`src/rtl/core/rsa_pkg.sv`:
```
// Shared types and constants for the reference-counted slot allocator.
// No dependencies; rsa_first_free, the top level and the checker import this package.
package rsa_pkg;

  localparam int SLOT_COUNT_DEF  = 32;
  localparam int COUNT_WIDTH_DEF = 16;

  localparam int ACTION_W    = 2;
  localparam int SLOT_IN_W   = 5;
  localparam int STATUS_W    = 2;
  localparam int SERIAL_W    = 32;
  localparam int COUNT_OUT_W = 16;
  localparam int COUNT_EXT_W = 32;

  typedef enum logic [ACTION_W-1:0] {
    ACT_ALLOC = 2'd0,
    ACT_GET   = 2'd1,
    ACT_PUT   = 2'd2,
    ACT_FREE  = 2'd3
  } action_t;

  typedef enum logic [STATUS_W-1:0] {
    STATUS_OK       = 2'd0,
    STATUS_FULL     = 2'd1,
    STATUS_PUT_ZERO = 2'd2
  } status_t;

  // Result of the lowest-free-slot search.
  typedef struct packed {
    logic                 found;
    logic [SLOT_IN_W-1:0] index;
  } grant_t;

endpackage

```
`src/rtl/core/rsa_ram.sv`:
```
// Generic single-write, single-read synchronous RAM with registered read data.
// No package dependencies.
module rsa_ram #(
  parameter int WIDTH = 16,
  parameter int DEPTH = 32
) (
  input  logic                     clk,
  input  logic                     we,
  input  logic [$clog2(DEPTH)-1:0] waddr,
  input  logic [WIDTH-1:0]         wdata,
  input  logic [$clog2(DEPTH)-1:0] raddr,
  output logic [WIDTH-1:0]         rdata
);

  logic [WIDTH-1:0] mem [DEPTH];

  always_ff @(posedge clk) begin
    if (we) begin
      mem[waddr] <= wdata;
    end
    rdata <= mem[raddr];
  end

endmodule

```
`src/rtl/core/rsa_first_free.sv`:
```
// Priority encoder that finds the lowest clear bit of the use bitmap.
// Depends on rsa_pkg for the grant_t result struct.
module rsa_first_free #(
  parameter int SLOT_COUNT = rsa_pkg::SLOT_COUNT_DEF
) (
  input  logic [SLOT_COUNT-1:0] used_map,
  output rsa_pkg::grant_t       grant
);
  import rsa_pkg::*;

  always_comb begin
    grant = '0;
    // Scan downward so the lowest free slot wins.
    for (int i = SLOT_COUNT - 1; i >= 0; i--) begin
      if (!used_map[i]) begin
        grant.found = 1'b1;
        grant.index = SLOT_IN_W'(i);
      end
    end
  end

endmodule

```
`src/rtl/core/refcounted_slot_allocator.sv`:
```
// Top level of the reference-counted slot allocator.
// Depends on rsa_pkg, rsa_ram (count store) and rsa_first_free (slot search).

// A request is taken when start is high and busy is low; a read step fetches
// the slot's reference count from the count memory, and then an update step
// computes the update, writes it back and registers the
// result. done pulses for one cycle with the result in the cycle after busy
// drops, and the receiver cannot stall it, so it must take the result then.
// A new request may be issued in that same cycle; none is taken while busy
// is high. The pool is empty right after reset with no clearing pass: one
// valid bit per slot makes an unwritten count read as zero.
module refcounted_slot_allocator #(
  parameter int SLOT_COUNT  = rsa_pkg::SLOT_COUNT_DEF,
  parameter int COUNT_WIDTH = rsa_pkg::COUNT_WIDTH_DEF
) (
  input  logic                            clk,
  input  logic                            rst,
  input  logic                            start,
  input  logic [rsa_pkg::ACTION_W-1:0]    action,
  input  logic [rsa_pkg::SLOT_IN_W-1:0]   slot,
  output logic                            busy,
  output logic                            done,
  output logic [rsa_pkg::STATUS_W-1:0]    status,
  output logic [rsa_pkg::SLOT_IN_W-1:0]   slot_out,
  output logic [rsa_pkg::SERIAL_W-1:0]    serial,
  output logic [rsa_pkg::COUNT_OUT_W-1:0] count_after,
  output logic                            released
);
  import rsa_pkg::*;

  localparam int SLOT_W = $clog2(SLOT_COUNT);
  localparam logic [COUNT_WIDTH-1:0] COUNT_MAX = '1;
  localparam logic [SLOT_IN_W:0] SLOT_LIMIT = (SLOT_IN_W + 1)'(SLOT_COUNT);

  typedef enum logic [1:0] {
    S_IDLE = 2'b01,
    S_EXEC = 2'b10
  } state_t;

  state_t state, state_next;

  logic [SLOT_COUNT-1:0] used_map, used_map_next;
  logic [SLOT_COUNT-1:0] cnt_valid, cnt_valid_next;
  logic [SERIAL_W-1:0]   next_serial, next_serial_next;

  // Request captured at accept
  action_t              act_q;
  logic [SLOT_IN_W-1:0] slot_q;
  logic                 in_range_q;
  logic                 cnt_valid_q;

  logic                 accept;
  logic                 in_range;
  logic [SLOT_W-1:0]    slot_idx;
  logic [SLOT_W-1:0]    slot_q_idx;

  logic                   ram_we;
  logic [SLOT_W-1:0]      ram_waddr;
  logic [COUNT_WIDTH-1:0] ram_wdata;
  logic [COUNT_WIDTH-1:0] ram_rdata;

  grant_t                 grant;
  logic [COUNT_WIDTH-1:0] cur;
  logic [COUNT_WIDTH-1:0] cnt_new;

  status_t                res_status;
  logic [SLOT_IN_W-1:0]   res_slot;
  logic [SERIAL_W-1:0]    res_serial;
  logic [COUNT_WIDTH-1:0] res_count;
  logic [COUNT_EXT_W-1:0] res_count_ext;
  logic                   res_released;

  assign busy       = (state != S_IDLE);
  assign accept     = start && (state == S_IDLE);
  assign in_range   = ({1'b0, slot} < SLOT_LIMIT);
  assign slot_idx   = slot[SLOT_W-1:0];
  assign slot_q_idx = slot_q[SLOT_W-1:0];

  rsa_ram #(
    .WIDTH (COUNT_WIDTH),
    .DEPTH (SLOT_COUNT)
  ) u_count_ram (
    .clk   (clk),
    .we    (ram_we),
    .waddr (ram_waddr),
    .wdata (ram_wdata),
    .raddr (slot_idx),
    .rdata (ram_rdata)
  );

  rsa_first_free #(
    .SLOT_COUNT (SLOT_COUNT)
  ) u_first_free (
    .used_map (used_map),
    .grant    (grant)
  );

  // Counts never written since reset read as zero
  assign cur = cnt_valid_q ? ram_rdata : '0;

  always_comb begin
    state_next = state;
    case (state)
      S_IDLE: begin
        if (accept) begin
          state_next = S_EXEC;
        end
      end
      S_EXEC: begin
        state_next = S_IDLE;
      end
      default: begin
        state_next = S_IDLE;
      end
    endcase
  end

  always_comb begin
    used_map_next    = used_map;
    cnt_valid_next   = cnt_valid;
    next_serial_next = next_serial;
    ram_we           = 1'b0;
    ram_waddr        = slot_q_idx;
    ram_wdata        = '0;
    cnt_new          = '0;
    res_status       = STATUS_OK;
    res_slot         = slot_q;
    res_serial       = '0;
    res_count        = '0;
    res_released     = 1'b0;
    if (state == S_EXEC) begin
      case (act_q)
        ACT_ALLOC: begin
          res_slot = '0;
          if (!grant.found) begin
            res_status = STATUS_FULL;
          end else begin
            ram_we                                = 1'b1;
            ram_waddr                             = grant.index[SLOT_W-1:0];
            ram_wdata                             = COUNT_WIDTH'(1);
            used_map_next[grant.index[SLOT_W-1:0]]  = 1'b1;
            cnt_valid_next[grant.index[SLOT_W-1:0]] = 1'b1;
            next_serial_next                      = next_serial + SERIAL_W'(1);
            res_slot                              = grant.index;
            res_serial                            = next_serial;
            res_count                             = COUNT_WIDTH'(1);
          end
        end
        ACT_GET: begin
          if (in_range_q) begin
            // Saturate at the largest count
            cnt_new                    = (cur == COUNT_MAX) ? cur : cur + COUNT_WIDTH'(1);
            ram_we                     = 1'b1;
            ram_wdata                  = cnt_new;
            cnt_valid_next[slot_q_idx] = 1'b1;
            res_count                  = cnt_new;
          end
        end
        ACT_PUT: begin
          if (in_range_q) begin
            if (cur == '0) begin
              res_status = STATUS_PUT_ZERO;
            end else begin
              cnt_new                    = cur - COUNT_WIDTH'(1);
              ram_we                     = 1'b1;
              ram_wdata                  = cnt_new;
              cnt_valid_next[slot_q_idx] = 1'b1;
              if (cnt_new == '0) begin
                used_map_next[slot_q_idx] = 1'b0;
                res_released              = 1'b1;
              end else begin
                res_count = cnt_new;
              end
            end
          end
        end
        ACT_FREE: begin
          if (in_range_q) begin
            ram_we                     = 1'b1;
            ram_wdata                  = '0;
            cnt_valid_next[slot_q_idx] = 1'b1;
            used_map_next[slot_q_idx]  = 1'b0;
            res_released               = 1'b1;
          end
        end
        default: begin
        end
      endcase
    end
  end

  assign res_count_ext = COUNT_EXT_W'(res_count);

  always_ff @(posedge clk) begin
    if (rst) begin
      state       <= S_IDLE;
      used_map    <= '0;
      cnt_valid   <= '0;
      next_serial <= SERIAL_W'(1);
      done        <= 1'b0;
    end else begin
      state       <= state_next;
      used_map    <= used_map_next;
      cnt_valid   <= cnt_valid_next;
      next_serial <= next_serial_next;
      done        <= (state == S_EXEC);
    end
  end

  always_ff @(posedge clk) begin
    if (accept) begin
      act_q       <= action_t'(action);
      slot_q      <= slot;
      in_range_q  <= in_range;
      cnt_valid_q <= in_range ? cnt_valid[slot_idx] : 1'b0;
    end
    if (state == S_EXEC) begin
      status      <= res_status;
      slot_out    <= res_slot;
      serial      <= res_serial;
      count_after <= res_count_ext[COUNT_OUT_W-1:0];
      released    <= res_released;
    end
  end

endmodule

```
`config.mk`:
```
export PLATFORM = sky130hd
export DESIGN_NAME = refcounted_slot_allocator
export DESIGN_NICKNAME = d
export VERILOG_FILES = /design/src/rtl/core/rsa_pkg.sv /design/src/rtl/core/rsa_ram.sv /design/src/rtl/core/rsa_first_free.sv /design/src/rtl/core/refcounted_slot_allocator.sv
export SDC_FILE = /design/constraint.sdc
export NUM_CORES = 1
export LEC_CHECK = 0
export BUFFER_PORTS_ARGS = -buffer_cell sky130_fd_sc_hd__buf_4
export CAP_MARGIN = 20
export CELL_PAD_IN_SITES_DETAIL_PLACEMENT = 2
export CELL_PAD_IN_SITES_GLOBAL_PLACEMENT = 2
export CORE_UTILIZATION = 51
export DETAILED_ROUTE_END_ITERATION = 10
export PLACE_DENSITY = 0.87
export SYNTH_ARGS = -nofsm -noshare
export SYNTH_HDL_FRONTEND = slang
export SYNTH_SLANG_ARGS = --single-unit
```
`constraint.sdc`:
```
create_clock -name clk -period 8.3 [get_ports clk]
set_clock_uncertainty 0.15 [all_clocks]
set_input_delay 1.66 -clock clk [delete_from_list [all_inputs] [get_ports clk]]
set_output_delay 1.66 -clock clk [all_outputs]
set_load 0.02 [all_outputs]
```
Word level (Yosys, flattened, before mapping) --
Memory sizes are Yosys's and may differ from the RTL's. A register that Yosys moved wholly into a read port is not among the register bits. Index checks and enable logic that the tools add are counted.
Cells by class: magnitude comparators 5, reduce and logical (&&, ||, !) cells 13, mux-type cells 71, equality and inequality tests 10, bitwise operators 6, add/subtract/negate cells 3
Operators with widths (number):
- 2-to-1 mux 6 bit | 32
- case mux 32 bit (3 select lines) | 2
- 2-to-1 mux 32 bit | 5
- 2-to-1 mux 16 bit | 6
- OR 32 bit | 3
- case mux 16 bit (4 select lines) | 1
- case mux 16 bit (3 select lines) | 1
- adder 32 x 1 -> 32 bit (second input constant) | 1
- bitwise AND 32 bit | 1
- logical NOT 16 bit | 2
- NOT 32 bit | 1
- 2-to-1 mux 5 bit | 5
- less-than comparator 5 x 6 -> 1 bit (second input constant) | 3
- adder 16 x 1 -> 16 bit (second input constant) | 1
- == test 16 bit (second input constant) | 1
- subtractor 16 x 1 -> 16 bit (second input constant) | 1
- 2-to-1 mux 1 bit | 12
- demux 1 bit (select 5 bit) | 2
- greater-or-equal comparator 5 x 1 -> 1 bit (second input constant) | 2
- == test 2 bit (second input constant) | 3
- != test 2 bit (second input constant) | 3
- AND reduction 3 bit | 2
- binary-select mux 1 bit (select 5 bit) | 1
- AND reduction 5 bit | 1
- other kinds (12) | 16
Storage, ports and cells: register bits after elaboration 163, bits in writable memories 512, output and inout port bits 58, word-level logic and storage cells 122, memories kept 1, input bits 10
Memory list:
- u_count_ram.mem | depth 32, bits a word 16, read ports 1, clocked after memory_dff 1, wr ports 1, line rsa_ram.sv:15 | logic [WIDTH-1:0] mem [DEPTH];

Depth between registers and ports, before layout --
depth in word-level cells 39, mapped depth 14

Hierarchy --
From an unflattened synthesis, not the netlist that was laid out.
Unflattened totals: cells, all modules 2166, area, all modules 29637.2 µm²
By module, submodules not included:
- rsa_ram | times used 1, seq. area each 15695.1 µm², cells each 1143, area an instance 20534.7 µm²
- refcounted_slot_allocator | times used 1, seq. area each 3903.7 µm², cells each 955, area an instance 8719.6 µm²
- rsa_first_free | times used 1, seq. area each 0.0 µm², cells each 68, area an instance 382.9 µm²

Least setup slack after synthesis --
No wires, ideal clock.
path kind input to register, start input port slot[0] in the netlist's numbering, end register cnt_valid_q, data pin, required time 7.890 ns, slack 3.886 ns, cell stages on the path 6, data arrival time 4.004 ns, path buffers 3, setup time 0.260 ns, cells stage by stage clkbuf_1 -> buf_2 -> buf_1 -> mux4_2 -> mux4_2 -> mux2_2
Between the ends: longest elaborated chain between the ends 2
RTL lines:
- start: declaration | line refcounted_slot_allocator.sv:20 | input logic [rsa_pkg::SLOT_IN_W-1:0] slot,
- binary-select mux 1 bit (select 5 bit) | line refcounted_slot_allocator.sv:215 | cnt_valid_q <= in_range ? cnt_valid[slot_idx] : 1'b0;
- 2-to-1 mux 1 bit (implied by the code) | line refcounted_slot_allocator.sv:215
- end signal: assignment | line refcounted_slot_allocator.sv:215
- end: declaration | line refcounted_slot_allocator.sv:50 | logic cnt_valid_q;
No other way between the ends. The select of a mux whose other input is x is not followed. A chain may end at the register's enable or synchronous reset.

Worst setup path in the final report --
start register cnt_valid_q, end memory u_count_ram.mem[26][10], data pin
Between the ends: longest elaborated chain between the ends 5, elaborated cells between the ends (all ways) 9, those cells by class add/sub (2); eq/ne (1); mux (5); reduce/logical (1)
RTL lines:
- 2-to-1 mux 16 bit * | line refcounted_slot_allocator.sv:99 | assign cur = cnt_valid_q ? ram_rdata : '0;
- subtractor 16 x 1 -> 16 bit (tied with other cells) | line refcounted_slot_allocator.sv:164 | cnt_new = cur - COUNT_WIDTH'(1);
- 2-to-1 mux 16 bit, on equally long branches | line refcounted_slot_allocator.sv:161, refcounted_slot_allocator.sv:152
- case mux 16 bit (4 select lines) * | line refcounted_slot_allocator.sv:132 | case (act_q)
- 2-to-1 mux 16 bit * | line refcounted_slot_allocator.sv:131 | if (state == S_EXEC) begin
- via ram_wdata[10] | line refcounted_slot_allocator.sv:59 | logic [COUNT_WIDTH-1:0] ram_wdata;
- end: declaration | line rsa_ram.sv:15
Mark *: on every way through the listed nets, which the timed path passes. The rest lies on a longest branch.

==> metrics list <==
* Standby leakage power: 9.71 nW
- Num CTS Buffers: 73
- Entering global routing, the biggest net connects 84 pins.
- Proportion of total power due to net switching: 23.4%
- TritonCTS built the clock tree.
* CP Capture Type: flip-flop
- Horiz. Die Dim: 239 um
* Highest fanout seen on the critical path: 36
* Clock network power share: 46.2%
* Die area: 57300 um2
- Tcrit/Tclk final: 56.2%
- Setup violations remaining at the end of the flow were counted as 0.
- The post-route netlist has 26.2% of its cells at a drive strength greater than 1.
- The die is 239 um tall.
* Global-route congestion overflow total: 0
- The tree built by TritonCTS fans out to 691 sinks.
* Half-perimeter wire length of the detailed placement result: 59400 um
- The design draws 7.58 mW.
* Standard-cell rows: 86
- Worst path arrival time: 4.86 ns
- The path class of the tightest hold or removal check is reg2reg.
- In this run the critical register-to-register path is launched from cnt_valid_q.
- Startpoint Class: flip-flop
- Timing would allow up to 214 MHz.
- Port buffer count: 67
- Remaining antenna violation count: 0
* Drt total wl: 107000 um
* Post-synth cell types: 84
- Final number of hold-violating endpoints: 0
- Max-Slew Margin vs Limit: 22.5%
* GRT Overall Usage: 36.8%
* Data required time of the critical path: 8.50 ns
* Setup repair after global routing missed its margin: no
- # Max-Cap Violations: 0
- During synthesis, Yosys emitted a total of 0 warnings.
- The synthesized netlist occupies a cell area of 28800 um2.
* Last weighted congestion value of the routability-driven placer: 0.849
* R2R Setup Slk: 3.64 ns
* Via-per-instance ratio: 7.04
- 68 I/O pins were placed.
- The cell sitting at the root of the clock tree is a sky130_fd_sc_hd__clkbuf_16.
- The flow ran to the end, and the final reports show no timing, DRC or antenna violations.
- Sequential elements use 68.2% of the synthesized area.
* Syn nets: 1782
- Final Max Slew Viols: 0
* Actual transition at the worst max-transition pin: 1.16 ns
* Post-synthesis async set-or-reset flop share: 0%
- The worst hold path was traced through 2 stages.
- Post-Route Setup TNS: 0 ns
- The via count of the first global-routing pass came to 19700.
* Starting Density: 51.9%
- Once the clock tree was built, the resizer swapped 0 gates to a different size.
* Wire length of the first global-routing pass: 148000 um
- Counting flops and latches in the post-synthesis netlist gives 691.
* Internal power: 5.81 mW
* Post-synth EDFFs: 576
- Final net count: 1880
* Final WS setup: 3.64 ns
- Depth of the most critical reg-to-reg path: 12
- Classification of the worst setup path: reg2reg
- Cells after synthesis: 1762
* Detailed-router iteration count before antenna repair: 5
- Placement Cell Area: 30300 um2
- Total via count in the routed design: 18800
* Pre-CTS worst setup slack: 3.41 ns
- Once the clock tree was built, the setup fixing pass inserted 0 buffers.
- The startpoint identified for the worst hold timing path is cnt_valid[21].
* Clock network latency to the later pin of the worst-skew pair: 0.64 ns
- The library cells used most frequently in the layout, excluding fill and tap cells, are 576 x sky130_fd_sc_hd__edfxtp_1, 170 x sky130_fd_sc_hd__mux4_2, 115 x sky130_fd_sc_hd__dfxtp_1.
- Final min period: 4.66 ns
- Post-CTS Hold Buffers: 0
- Clock-pin slew was measured on the worst setup and hold paths at 0.06 ns.
- Seq pwr share: 49.5%
* Number of violations reported at the end of detailed-routing iteration 0: 2305
- Antenna violations before repair: 1
- Core Area: 55400 um2
- Combinational logic is responsible for 4.3% of the overall power.
* Most common cell after layout, fill and taps aside: sky130_fd_sc_hd__edfxtp_1
* Pwr/cell area: 230 nW/um2
* Htree depth: 3
- Final std cell area, no fill: 33000 um2
- Relative to the synthesized area, the layout overhead comes to 14.8%.
- The worst-case IR drop observed on VDD is 0.268 mV.
- Maximum buffer depth of the clock tree: 3
* Final routed DRC violation total: 0
- Mean Syn Cell Area: 16.3 um2
- Worst setup path startpoint: cnt_valid_q
- The most used flip-flop cell after synthesis is sky130_fd_sc_hd__edfxtp_1.
* Wire length per cell: 40.1 um
- In this run the power spent charging and discharging nets is 1.77 mW.
-- path summary, 6_finish.rpt --
check	to
max reg2reg	u_count_ram.mem[26][10]
min	cnt_valid[21]
max	u_count_ram.mem[26][10]
min reg2reg	cnt_valid[21]
-- cells in the mapped netlist, types with 10 or more instances --
cell                         n  area share [%]
sky130_fd_sc_hd__xnor2_1    16            0.49
sky130_fd_sc_hd__buf_1      14            0.18
sky130_fd_sc_hd__and3_1     19            0.41
sky130_fd_sc_hd__a31oi_1    37            0.81
sky130_fd_sc_hd__inv_1      29            0.38
sky130_fd_sc_hd__ha_1       10            0.44
sky130_fd_sc_hd__mux4_2    170              13
sky130_fd_sc_hd__a211oi_1   24            0.63
sky130_fd_sc_hd__a221oi_1   17            0.52
sky130_fd_sc_hd__nor2b_1    10            0.22
sky130_fd_sc_hd__nand2_1    87             1.1
sky130_fd_sc_hd__edfxtp_1  576              60
sky130_fd_sc_hd__buf_2      11            0.19
sky130_fd_sc_hd__nor3_1     20            0.35
sky130_fd_sc_hd__and4_1     14            0.43
sky130_fd_sc_hd__dfxtp_1   115             8.0
sky130_fd_sc_hd__mux2_2     20            0.78
sky130_fd_sc_hd__nand2b_1   15            0.33
sky130_fd_sc_hd__a311oi_1   14            0.43
sky130_fd_sc_hd__and2_1     43            0.94
sky130_fd_sc_hd__xor2_1     28            0.85
sky130_fd_sc_hd__nor2_1    123             1.6
sky130_fd_sc_hd__nand3_1    42            0.73
sky130_fd_sc_hd__nand4_1    26            0.57
sky130_fd_sc_hd__o21ai_0    10            0.17
sky130_fd_sc_hd__a21oi_1    60             1.0
sky130_fd_sc_hd__clkbuf_1   77             1.0
-- layer usage --
| metal | up-vias | part of all wire [%] | track usage, % |
|---|---|---|---|
| met1 | 9990 | 38 | 47.3 |
| met3 | 269 | 8.3 | 6.38 |
| li1 | 7243 | - | - |
| met5 | - | 0 | 0 |
| met4 | 0 | 4.0 | 14.2 |
| met2 | 1292 | 50 | 62.7 |
-- flip-flops by register name (all words and copies together), names as in the netlist --
name	count
done	1
state	2
status	2
cnt_valid	32
next_serial	32
u_count_ram.rdata	16
cnt_valid_q	1
count_after	16
slot_q	5
serial	32
used_map	32
released	1
slot_out	5
act_q	2
u_count_ram.mem	512
-- power groups by stage --
stage / clock network [mW] / logic (mW) / registers, mW
after floorplan: 0 / 0.214 / 3.81
after global placement: 0 / 0.288 / 3.83
after detailed placement: 0 / 0.308 / 3.83
after CTS: 3.49 / 0.318 / 3.75
after global routing: 3.63 / 0.339 / 3.76
final: 3.50 / 0.325 / 3.76
-- cell type report --
type | count | area, um2
clock buffer | 105 | 2100
antenna | 1 | 2.50
timing repair buffer | 132 | 1170
sequential | 691 | 19600
fill | 4596 | 22400
clock inverter | 30 | 357
multi-input combinational | 933 | 8730
inverter | 29 | 109
tap | 748 | 936
-- worst max-delay path, stage by stage (launching register included) --
cell and delay, ns:
sky130_fd_sc_hd__edfxtp_1 0.43, sky130_fd_sc_hd__buf_4 0.42, sky130_fd_sc_hd__nand2_1 0.28, sky130_fd_sc_hd__inv_1 0.20, sky130_fd_sc_hd__ha_1 0.24, sky130_fd_sc_hd__nand3_1 0.14
sky130_fd_sc_hd__nor2_1 0.33, sky130_fd_sc_hd__a21boi_0 0.77, sky130_fd_sc_hd__nand4_1 0.25, sky130_fd_sc_hd__xor2_1 0.22, sky130_fd_sc_hd__a22oi_1 0.16, sky130_fd_sc_hd__nor2_1 0.29
sky130_fd_sc_hd__buf_4 0.48
-- through the flow --
stage                     util (%)  std cells  hold slack, ns
final                         59.6       2669           0.376
after global routing          59.5       2668           0.387
after CTS                     59.1       2655           0.363
after detailed placement      54.7       2520           0.335
after global placement        54.5       2515           0.306
after floorplan                  -       1762           0.285
-- cells by family (layout without fill, tap and decap cells) --
kind of cell	after synthesis	in the layout	share of synthesized area, %
flip-flops	691	691	68.2
AND/OR/NAND/NOR	455	455	8.32
AO/OA/AOI/OAI	231	231	5.58
multiplexers	193	193	14.2
buffers and inverters	138	296	1.97
XOR/XNOR	44	44	1.34
adder cells (fa/ha/maj)	10	10	0.435
other	0	1	0
Note: power is estimated with default switching activity, not from simulation.
